### src/sv/hrg_pkg.sv
// shared types, region codes and gamma table for the hsv to rgb pipeline
package hrg_pkg;

  localparam int unsigned HUE_STEPS = 43;
  localparam int unsigned FRAC_MUL  = 6;
  localparam logic [7:0]  FULL      = 8'd255;

  // hue sector, one per 43 hue steps
  typedef enum logic [2:0] {
    RGN_RED_YEL = 3'd0,
    RGN_YEL_GRN = 3'd1,
    RGN_GRN_CYN = 3'd2,
    RGN_CYN_BLU = 3'd3,
    RGN_BLU_MAG = 3'd4,
    RGN_MAG_RED = 3'd5
  } hrg_region_t;

  typedef struct packed {
    logic       en;
    logic [7:0] k;
  } hrg_side_t;

  typedef struct packed {
    logic [7:0] r;
    logic [7:0] g;
    logic [7:0] b;
    hrg_side_t  side;
  } hrg_px_t;

  localparam logic [7:0] GAMMA_ROM [256] = '{
    8'd0,   8'd0,   8'd0,   8'd0,   8'd0,   8'd0,   8'd0,   8'd0,
    8'd0,   8'd0,   8'd0,   8'd0,   8'd0,   8'd0,   8'd0,   8'd0,
    8'd0,   8'd0,   8'd0,   8'd0,   8'd0,   8'd0,   8'd0,   8'd0,
    8'd0,   8'd0,   8'd0,   8'd0,   8'd1,   8'd1,   8'd1,   8'd1,
    8'd1,   8'd1,   8'd1,   8'd1,   8'd1,   8'd1,   8'd1,   8'd1,
    8'd1,   8'd2,   8'd2,   8'd2,   8'd2,   8'd2,   8'd2,   8'd2,
    8'd2,   8'd3,   8'd3,   8'd3,   8'd3,   8'd3,   8'd3,   8'd3,
    8'd4,   8'd4,   8'd4,   8'd4,   8'd4,   8'd5,   8'd5,   8'd5,
    8'd5,   8'd6,   8'd6,   8'd6,   8'd6,   8'd7,   8'd7,   8'd7,
    8'd7,   8'd8,   8'd8,   8'd8,   8'd9,   8'd9,   8'd9,   8'd10,
    8'd10,  8'd10,  8'd11,  8'd11,  8'd11,  8'd12,  8'd12,  8'd13,
    8'd13,  8'd13,  8'd14,  8'd14,  8'd15,  8'd15,  8'd16,  8'd16,
    8'd17,  8'd17,  8'd18,  8'd18,  8'd19,  8'd19,  8'd20,  8'd20,
    8'd21,  8'd21,  8'd22,  8'd22,  8'd23,  8'd24,  8'd24,  8'd25,
    8'd25,  8'd26,  8'd27,  8'd27,  8'd28,  8'd29,  8'd29,  8'd30,
    8'd31,  8'd32,  8'd32,  8'd33,  8'd34,  8'd35,  8'd35,  8'd36,
    8'd37,  8'd38,  8'd39,  8'd39,  8'd40,  8'd41,  8'd42,  8'd43,
    8'd44,  8'd45,  8'd46,  8'd47,  8'd48,  8'd49,  8'd50,  8'd50,
    8'd51,  8'd52,  8'd54,  8'd55,  8'd56,  8'd57,  8'd58,  8'd59,
    8'd60,  8'd61,  8'd62,  8'd63,  8'd64,  8'd66,  8'd67,  8'd68,
    8'd69,  8'd70,  8'd72,  8'd73,  8'd74,  8'd75,  8'd77,  8'd78,
    8'd79,  8'd81,  8'd82,  8'd83,  8'd85,  8'd86,  8'd87,  8'd89,
    8'd90,  8'd92,  8'd93,  8'd95,  8'd96,  8'd98,  8'd99,  8'd101,
    8'd102, 8'd104, 8'd105, 8'd107, 8'd109, 8'd110, 8'd112, 8'd114,
    8'd115, 8'd117, 8'd119, 8'd120, 8'd122, 8'd124, 8'd126, 8'd127,
    8'd129, 8'd131, 8'd133, 8'd135, 8'd137, 8'd138, 8'd140, 8'd142,
    8'd144, 8'd146, 8'd148, 8'd150, 8'd152, 8'd154, 8'd156, 8'd158,
    8'd160, 8'd162, 8'd164, 8'd167, 8'd169, 8'd171, 8'd173, 8'd175,
    8'd177, 8'd180, 8'd182, 8'd184, 8'd186, 8'd189, 8'd191, 8'd193,
    8'd196, 8'd198, 8'd200, 8'd203, 8'd205, 8'd208, 8'd210, 8'd213,
    8'd215, 8'd218, 8'd220, 8'd223, 8'd225, 8'd228, 8'd231, 8'd233,
    8'd236, 8'd239, 8'd241, 8'd244, 8'd247, 8'd249, 8'd252, 8'd255
  };

endpackage

### src/sv/hrg_hsv_pipe.sv
// four-stage hsv to linear rgb pipeline: sector, fraction products, p/q/t, channel select
module hrg_hsv_pipe (
  input  logic              clk,
  input  logic              rst,
  input  logic              in_valid,
  input  logic [7:0]        hue,
  input  logic [7:0]        saturation,
  input  logic [7:0]        brightness,
  input  hrg_pkg::hrg_side_t side_in,
  output logic              out_valid,
  output hrg_pkg::hrg_px_t  out_px
);
  import hrg_pkg::*;

  localparam logic [7:0] B1 = 8'(HUE_STEPS);
  localparam logic [7:0] B2 = 8'(2 * HUE_STEPS);
  localparam logic [7:0] B3 = 8'(3 * HUE_STEPS);
  localparam logic [7:0] B4 = 8'(4 * HUE_STEPS);
  localparam logic [7:0] B5 = 8'(5 * HUE_STEPS);

  // stage 1 registers
  logic        s1_valid;
  hrg_region_t s1_rgn;
  logic [7:0]  s1_frac;
  logic [7:0]  s1_s;
  logic [7:0]  s1_v;
  logic        s1_grey;
  hrg_side_t   s1_side;

  // stage 2 registers
  logic        s2_valid;
  hrg_region_t s2_rgn;
  logic [7:0]  s2_sf;
  logic [7:0]  s2_sfc;
  logic [7:0]  s2_ps;
  logic [7:0]  s2_v;
  logic        s2_grey;
  hrg_side_t   s2_side;

  // stage 3 registers
  logic        s3_valid;
  hrg_region_t s3_rgn;
  logic [7:0]  s3_p;
  logic [7:0]  s3_q;
  logic [7:0]  s3_t;
  logic [7:0]  s3_v;
  logic        s3_grey;
  hrg_side_t   s3_side;

  // stage 4 registers
  logic        s4_valid;
  hrg_px_t     s4_px;

  hrg_region_t rgn_c;
  logic [7:0]  base_c;
  logic [5:0]  diff_c;
  logic [15:0] sf_prod;
  logic [15:0] sfc_prod;
  logic [15:0] p_prod;
  logic [15:0] q_prod;
  logic [15:0] t_prod;
  hrg_px_t     px_c;

  // sector by threshold compare instead of a divide
  always_comb begin
    priority if (hue >= B5) begin
      rgn_c = RGN_MAG_RED; base_c = B5;
    end else if (hue >= B4) begin
      rgn_c = RGN_BLU_MAG; base_c = B4;
    end else if (hue >= B3) begin
      rgn_c = RGN_CYN_BLU; base_c = B3;
    end else if (hue >= B2) begin
      rgn_c = RGN_GRN_CYN; base_c = B2;
    end else if (hue >= B1) begin
      rgn_c = RGN_YEL_GRN; base_c = B1;
    end else begin
      rgn_c = RGN_RED_YEL; base_c = 8'd0;
    end
    diff_c = 6'(hue - base_c);
  end

  always_ff @(posedge clk) begin
    s1_rgn  <= rgn_c;
    s1_frac <= 8'({2'b00, diff_c} * 8'(FRAC_MUL));
    s1_s    <= saturation;
    s1_v    <= brightness;
    s1_grey <= (saturation == 8'd0);
    s1_side <= side_in;
  end

  assign sf_prod  = s1_s * s1_frac;
  assign sfc_prod = s1_s * (FULL - s1_frac);

  always_ff @(posedge clk) begin
    s2_rgn  <= s1_rgn;
    s2_sf   <= sf_prod[15:8];
    s2_sfc  <= sfc_prod[15:8];
    s2_ps   <= FULL - s1_s;
    s2_v    <= s1_v;
    s2_grey <= s1_grey;
    s2_side <= s1_side;
  end

  assign p_prod = s2_v * s2_ps;
  assign q_prod = s2_v * (FULL - s2_sf);
  assign t_prod = s2_v * (FULL - s2_sfc);

  always_ff @(posedge clk) begin
    s3_rgn  <= s2_rgn;
    s3_p    <= p_prod[15:8];
    s3_q    <= q_prod[15:8];
    s3_t    <= t_prod[15:8];
    s3_v    <= s2_v;
    s3_grey <= s2_grey;
    s3_side <= s2_side;
  end

  always_comb begin
    px_c.side = s3_side;
    if (s3_grey) begin
      px_c.r = s3_v; px_c.g = s3_v; px_c.b = s3_v;
    end else begin
      unique case (s3_rgn)
        RGN_RED_YEL: begin px_c.r = s3_v; px_c.g = s3_t; px_c.b = s3_p; end
        RGN_YEL_GRN: begin px_c.r = s3_q; px_c.g = s3_v; px_c.b = s3_p; end
        RGN_GRN_CYN: begin px_c.r = s3_p; px_c.g = s3_v; px_c.b = s3_t; end
        RGN_CYN_BLU: begin px_c.r = s3_p; px_c.g = s3_q; px_c.b = s3_v; end
        RGN_BLU_MAG: begin px_c.r = s3_t; px_c.g = s3_p; px_c.b = s3_v; end
        default: begin px_c.r = s3_v; px_c.g = s3_p; px_c.b = s3_q; end
      endcase
    end
  end

  always_ff @(posedge clk) begin
    s4_px <= px_c;
  end

  always_ff @(posedge clk) begin
    if (rst) begin
      s1_valid <= 1'b0;
      s2_valid <= 1'b0;
      s3_valid <= 1'b0;
      s4_valid <= 1'b0;
    end else begin
      s1_valid <= in_valid;
      s2_valid <= s1_valid;
      s3_valid <= s2_valid;
      s4_valid <= s3_valid;
    end
  end

  assign out_valid = s4_valid;
  assign out_px    = s4_px;

endmodule

### src/sv/hsv_to_rgb_gamma_scale_top.sv
// top level: hsv pipeline, gamma table stage and video scale stage
//
// channel   signals                                          direction  handshake
// command   start, busy, hue, saturation, brightness,        in         start && !busy
//           scale_enable, scale
// result    strobe, red, green, blue                         out        strobe, one cycle
//
// one pixel enters every cycle; busy is always low since nothing downstream can stall
// a result shows on strobe once its transfer has passed the sector stage, the two multiplier
// stages of the p/q/t terms, then the select, gamma and scale stages
// reset clears only the valid bits travelling with the data
module hsv_to_rgb_gamma_scale_top (
  input  logic       clk,
  input  logic       rst,
  input  logic       start,
  output logic       busy,
  input  logic [7:0] hue,
  input  logic [7:0] saturation,
  input  logic [7:0] brightness,
  input  logic       scale_enable,
  input  logic [7:0] scale,
  output logic       strobe,
  output logic [7:0] red,
  output logic [7:0] green,
  output logic [7:0] blue
);
  import hrg_pkg::*;

  hrg_side_t   side_in;
  logic        hsv_valid;
  hrg_px_t     hsv_px;

  logic        g_valid;
  hrg_px_t     g_px;

  logic        o_valid;
  logic [7:0]  o_r;
  logic [7:0]  o_g;
  logic [7:0]  o_b;

  logic [15:0] r_prod;
  logic [15:0] g_prod;
  logic [15:0] b_prod;
  logic [7:0]  r_next;
  logic [7:0]  g_next;
  logic [7:0]  b_next;

  assign busy       = 1'b0;
  assign side_in.en = scale_enable;
  assign side_in.k  = scale;

  hrg_hsv_pipe u_hsv (
    .clk        (clk),
    .rst        (rst),
    .in_valid   (start && !busy),
    .hue        (hue),
    .saturation (saturation),
    .brightness (brightness),
    .side_in    (side_in),
    .out_valid  (hsv_valid),
    .out_px     (hsv_px)
  );

  always_ff @(posedge clk) begin
    g_px.r    <= GAMMA_ROM[hsv_px.r];
    g_px.g    <= GAMMA_ROM[hsv_px.g];
    g_px.b    <= GAMMA_ROM[hsv_px.b];
    g_px.side <= hsv_px.side;
  end

  assign r_prod = g_px.r * g_px.side.k;
  assign g_prod = g_px.g * g_px.side.k;
  assign b_prod = g_px.b * g_px.side.k;

  // a lit channel never scales down to dark
  always_comb begin
    r_next = g_px.r;
    g_next = g_px.g;
    b_next = g_px.b;
    if (g_px.side.en) begin
      r_next = (g_px.r != 8'd0 && r_prod[15:8] == 8'd0) ? 8'd1 : r_prod[15:8];
      g_next = (g_px.g != 8'd0 && g_prod[15:8] == 8'd0) ? 8'd1 : g_prod[15:8];
      b_next = (g_px.b != 8'd0 && b_prod[15:8] == 8'd0) ? 8'd1 : b_prod[15:8];
    end
  end

  always_ff @(posedge clk) begin
    o_r <= r_next;
    o_g <= g_next;
    o_b <= b_next;
  end

  always_ff @(posedge clk) begin
    if (rst) begin
      g_valid <= 1'b0;
      o_valid <= 1'b0;
    end else begin
      g_valid <= hsv_valid;
      o_valid <= g_valid;
    end
  end

  assign strobe = o_valid;
  assign red    = o_r;
  assign green  = o_g;
  assign blue   = o_b;

endmodule

### config.mk
export PLATFORM = sky130hd
export DESIGN_NAME = hsv_to_rgb_gamma_scale_top
export DESIGN_NICKNAME = d
export VERILOG_FILES = /design/src/sv/hrg_pkg.sv /design/src/sv/hrg_hsv_pipe.sv /design/src/sv/hsv_to_rgb_gamma_scale_top.sv
export SDC_FILE = /design/constraint.sdc
export NUM_CORES = 1
export LEC_CHECK = 0
export BUFFER_PORTS_ARGS = -buffer_cell sky130_fd_sc_hd__clkbuf_2
export CORE_MARGIN = 2
export CORE_UTILIZATION = 55
export CTS_CLUSTER_SIZE = 30
export DETAILED_ROUTE_END_ITERATION = 10
export PLACE_DENSITY = 0.68
export SYNTH_ARGS = -nofsm -noshare
export SYNTH_HDL_FRONTEND = slang
export SYNTH_SLANG_ARGS = --single-unit
### constraint.sdc
create_clock -name clk -period 6.35 [get_ports clk]
set_input_delay 0.635 -clock clk [delete_from_list [all_inputs] [get_ports clk]]
set_output_delay 0.635 -clock clk [all_outputs]
set_load 0.02 [all_outputs]
==> load_flow_metrics.sql <==
INSERT INTO impl_metrics (metric_group, metric, value, unit) VALUES
('worst_setup_path', 'critPathCaptureType', 'flip-flop', ''),
('synthesis', 'synthesis.area_per_instance', '8.69', 'um2'),
('worst_setup_path', 'reg2reg_setup_slack', '0.96', 'ns'),
('cells_and_area', 'area.sequential', '4440', 'um2'),
('sta', 'timing.final.crit_share', '0.848', ''),
('global_route', 'vias_in_the_first_global_route', '21100', ''),
('worst_setup_path', 'worst_path_largest_cell_delay', '0.89', 'ns'),
('sta', 'worst_pin_slew', '1.09', 'ns'),
('drt', 'drt-pass1-iter-count', '6', ''),
('sta', 'max_freq', '186', 'MHz'),
('cts', 'cts_max_path_buffers', '3', ''),
('cts', 'cts_made_buffers', '28', ''),
('global_route', 'track_usage', '0.258', ''),
('sta', 'finalWorstPathRequiredPeriod', '5.39', 'ns'),
('worst_setup_path', 'worstSetupStartpoint', 'g_px[2]', ''),
('synthesis', 'synth_area', '25700', 'um2'),
('global_route', 'wire_length_of_the_first_global_routing_pass', '103000', 'um'),
('cells_and_area', 'layout-drive-gt1-share', '0.0625', ''),
('synthesis', 'syn_nets', '3603', ''),
('worst_setup_path', 'worstPathRequired', '6.81', 'ns'),
('cells_and_area', 'area_occupied_by_multi_input_gates', '19300', 'um2'),
('drt', 'postRouteAntennaNets', '0', ''),
('cts', 'postCtsSetupBuffers', '0', ''),
('job', 'drv.max_cap_violation_count', '0', ''),
('cts', 'cts_htree_levels', '1', ''),
('placed_design', 'gp_congestion', '0.907', ''),
('drt', 'detail_route.wl_per_cell', '17.1', 'um'),
('cts', 'postCtsResizedCells', '0', ''),
('cells_and_area', 'diodes', '0', ''),
('sta', 'timing.clock.skew', '0.0204', 'ns'),
('drt', 'iter_0_drt_violations', '1447', ''),
('drt', 'vias_per_cell', '5.73', ''),
('placed_design', 'place_hpwl', '46300', 'um'),
('synthesis', 'ys_seq_area_frac', '0.173', ''),
('floorplan', 'design.core.area', '46400', 'um2'),
('cts', 'cts_root_buf', 'clkbuf_16', ''),
('drt', 'drt_drc_violations_left', '0', ''),
('sta', 'hold_violations', '0', ''),
('synthesis', 'ys_warn_count', '0', ''),
('worst_setup_path', 'crit_path_top_delay_cell', 'dfxtp_1', ''),
('sta', 'max_slew_violation_count', '0', ''),
('sta', 'maxSlewHeadroom', '0.269', ''),
('sta', 'setup-violations-final', '0', ''),
('outcome', 'outcome', 'completed', ''),
('cells_and_area', 'layout.filler_cells', '4038', ''),
('floorplan', 'die_area', '48600', 'um2'),
('drt', 'dr_total_vias', '20400', ''),
('synthesis', 'leading_register_cell_type_out_of_synthesis', 'dfxtp_1', ''),
('cells_and_area', 'final_nets', '3563', ''),
('worst_setup_path', 'crit_path_frequent_cell', 'fa_1', ''),
('synthesis', 'synth_edf_count', '0', ''),
('synthesis', 'asyncSetResetFlopFracSynth', '0', ''),
('floorplan', 'ios', '62', ''),
('floorplan', 'row_count', '79', ''),
('floorplan', 'fp.dieW', '220', 'um'),
('worst_hold_path', 'hp-start', 'scale[1]', ''),
('worst_setup_path', 'arrival', '5.85', 'ns'),
('worst_hold_path', 'worstHoldPathType', 'in -> reg', ''),
('global_route', 'grt.overflow.total', '0', ''),
('cts', 'clk_latency', '0.57', 'ns'),
('drt', 'wl', '60900', 'um'),
('cts', 'count_of_hold_buffers_inserted_by_post_cts_repair', '0', ''),
('worst_setup_path', 'path_class', 'reg -> reg', ''),
('cts', 'cts.reportedPaths.clkPinSlew', '0.06', 'ns'),
('global_route', 'pin_count_of_the_biggest_net_entering_global_routing', '57', ''),
('synthesis', 'synth_cell_type_count', '88', ''),
('cts', 'tritoncts', 'built', ''),
('placed_design', 'place.port_buffers', '60', ''),
('synthesis', 'ys_ff_latch', '222', ''),
('floorplan', 'die_y', '220', 'um'),
('sta', 'rsz0062_at_grt', 'no', ''),
('global_route', 'initial_antenna_violation_count', '2', ''),
('worst_setup_path', 'critical_path.startpoint_type', 'flip-flop', ''),
('floorplan', 'floorplan.initialDensity', '0.555', ''),
('worst_setup_path', 'crit-reg2reg-launch', 'g_px[2]', ''),
('cells_and_area', 'area_growth_syn_to_layout', '6.37', '%'),
('sta', 'final.setup.tns', '0', 'ns'),
('synthesis', 'syn_inst', '2964', ''),
('worst_setup_path', 'timing.critical_path.cells', 'nand2_1, fa_1, fa_1, inv_1, fa_1, fa_1, ha_1, a2111oi_0, o21ai_0, a41oi_1, o211ai_1, a211oi_1, a21oi_1, o41ai_1', ''),
('worst_setup_path', 'worstPathMaxFanout', '24', ''),
('cts', 'clkSinkCount', '222', '');
==> kinds of logic (layout without fill, tap and decap cells) <==
family / Yosys count / after routing / synth area share
other: 1 / 1 / 0.000146
AOI/OAI and AO/OA: 553 / 553 / 0.140
muxes: 47 / 47 / 0.0226
xor gates and xnor gates: 72 / 72 / 0.0251
DFF: 222 / 222 / 0.173
buffers and inverters: 543 / 524 / 0.0796
adders and majority gates: 604 / 604 / 0.374
and+or+nand+nor: 922 / 922 / 0.186
==> worst max-delay path: cells and delay by family (launching register included) <==
kind	cells	cell delay [ns]
compound gates	7	1.91
fa+ha+maj	5	2.22
buf+inv	1	0.05
flops	1	0.89
simple gates	1	0.18
==> final timing paths <==
check / end / cells after the start
setup / recovery: red[0] / 14
hold reg to reg: u_hsv.out_px[6] / 0
hold / removal: u_hsv.s1_side[1] / 1
setup reg to reg: red[0] / 14
==> through the flow <==
| step | hold slack [ns] | util | worst slack, ns | instance area (um2) | instances |
|---|---|---|---|---|---|
| final | 0.171 | 0.591 | 0.965 | 27400 | 3552 |
| after global routing | 0.150 | 0.591 | 0.631 | 27400 | 3552 |
| after CTS | 0.140 | 0.591 | 0.971 | 27400 | 3552 |
| after detailed placement | 0.312 | 0.569 | 1.03 | 26400 | 3501 |
| after global placement | 0.311 | 0.569 | 1.13 | 26400 | 3501 |
| after floorplan | 0.310 | - | 1.51 | 25700 | 2964 |
==> area by class of cell <==
cell class | instances | area share
clock buffer | 32 | 0.0280
sequential | 222 | 0.162
multi-input combinational | 2199 | 0.703
clock inverter | 19 | 0.00790
inverter | 388 | 0.0532
timing repair buffer | 85 | 0.0178
tap | 607 | 0.0277
==> registers in the layout, indices dropped and copies added, names as in the netlist, 9 cells and up <==
name / cells
u_hsv.px_c: 9
u_hsv.s2_side: 9
u_hsv.s1_side: 9
g_px: 33
u_hsv.out_px: 33
==> placed cells by master, fill, tap and decap left out, drive strengths merged, types with 11 or more instances in the layout <==
| cell | netlist | final |
|---|---|---|
| dfxtp | 222 | 222 |
| o21ai | 150 | 150 |
| nor2 | 157 | 157 |
| a21o | 19 | 19 |
| o311ai | 12 | 12 |
| xnor2 | 45 | 45 |
| ha | 328 | 328 |
| and2 | 202 | 202 |
| clkinv | 5 | 15 |
| o22ai | 13 | 13 |
| and3 | 16 | 16 |
| buf | 24 | 25 |
| nor3 | 24 | 24 |
| inv | 383 | 387 |
| a22oi | 13 | 13 |
| nand2b | 95 | 95 |
| or4 | 11 | 11 |
| mux2i | 21 | 21 |
| xor2 | 26 | 26 |
| nand3 | 39 | 39 |
| a211oi | 22 | 22 |
| a21oi | 137 | 137 |
| mux2 | 19 | 19 |
| clkbuf | 130 | 92 |
| nand2 | 232 | 232 |
| o211ai | 48 | 48 |
| fa | 275 | 275 |
| nor2b | 98 | 98 |
| a31oi | 15 | 15 |
| o31ai | 13 | 13 |
==> per-layer routing <==
layer	wire (um)	vias to the layer above	global-route usage
li1	-	9738	-
met5	13	-	0
met4	2250	2	0.0942
met3	2580	150	0.0323
met2	31000	552	0.471
met1	25100	9919	0.309
==> cells in the mapped netlist (9+ instances only) <==
library cell,instances,share of area
a211oi_1,22,0.0064
o31ai_1,11,0.0032
dfxtp_1,222,0.17
and3_1,15,0.0036
xor2_1,26,0.0088
nor2b_1,97,0.024
or4_1,10,0.0029
a21o_1,18,0.0052
o21bai_1,9,0.0026
buf_1,22,0.0032
nand2_1,232,0.034
a222oi_1,9,0.0035
and2_1,202,0.049
a21oi_1,137,0.027
inv_1,382,0.056
nor3b_1,9,0.0026
fa_1,275,0.21
nor2_1,157,0.023
a22oi_1,13,0.0038
o311ai_0,12,0.0041
o21a_1,9,0.0026
xnor2_1,45,0.015
o22ai_1,13,0.0032
o21ai_0,148,0.029
ha_1,328,0.16
nand3_1,39,0.0076
mux2i_1,21,0.0082
mux2_2,19,0.0083
nor3_1,24,0.0047
o211ai_1,48,0.014
nand2b_1,94,0.023
clkbuf_1,130,0.019
a31oi_1,15,0.0036
Power is left out: the tool's default activity adds up to more than one toggle a clock period on the data nets, which glitch-free logic cannot reach.
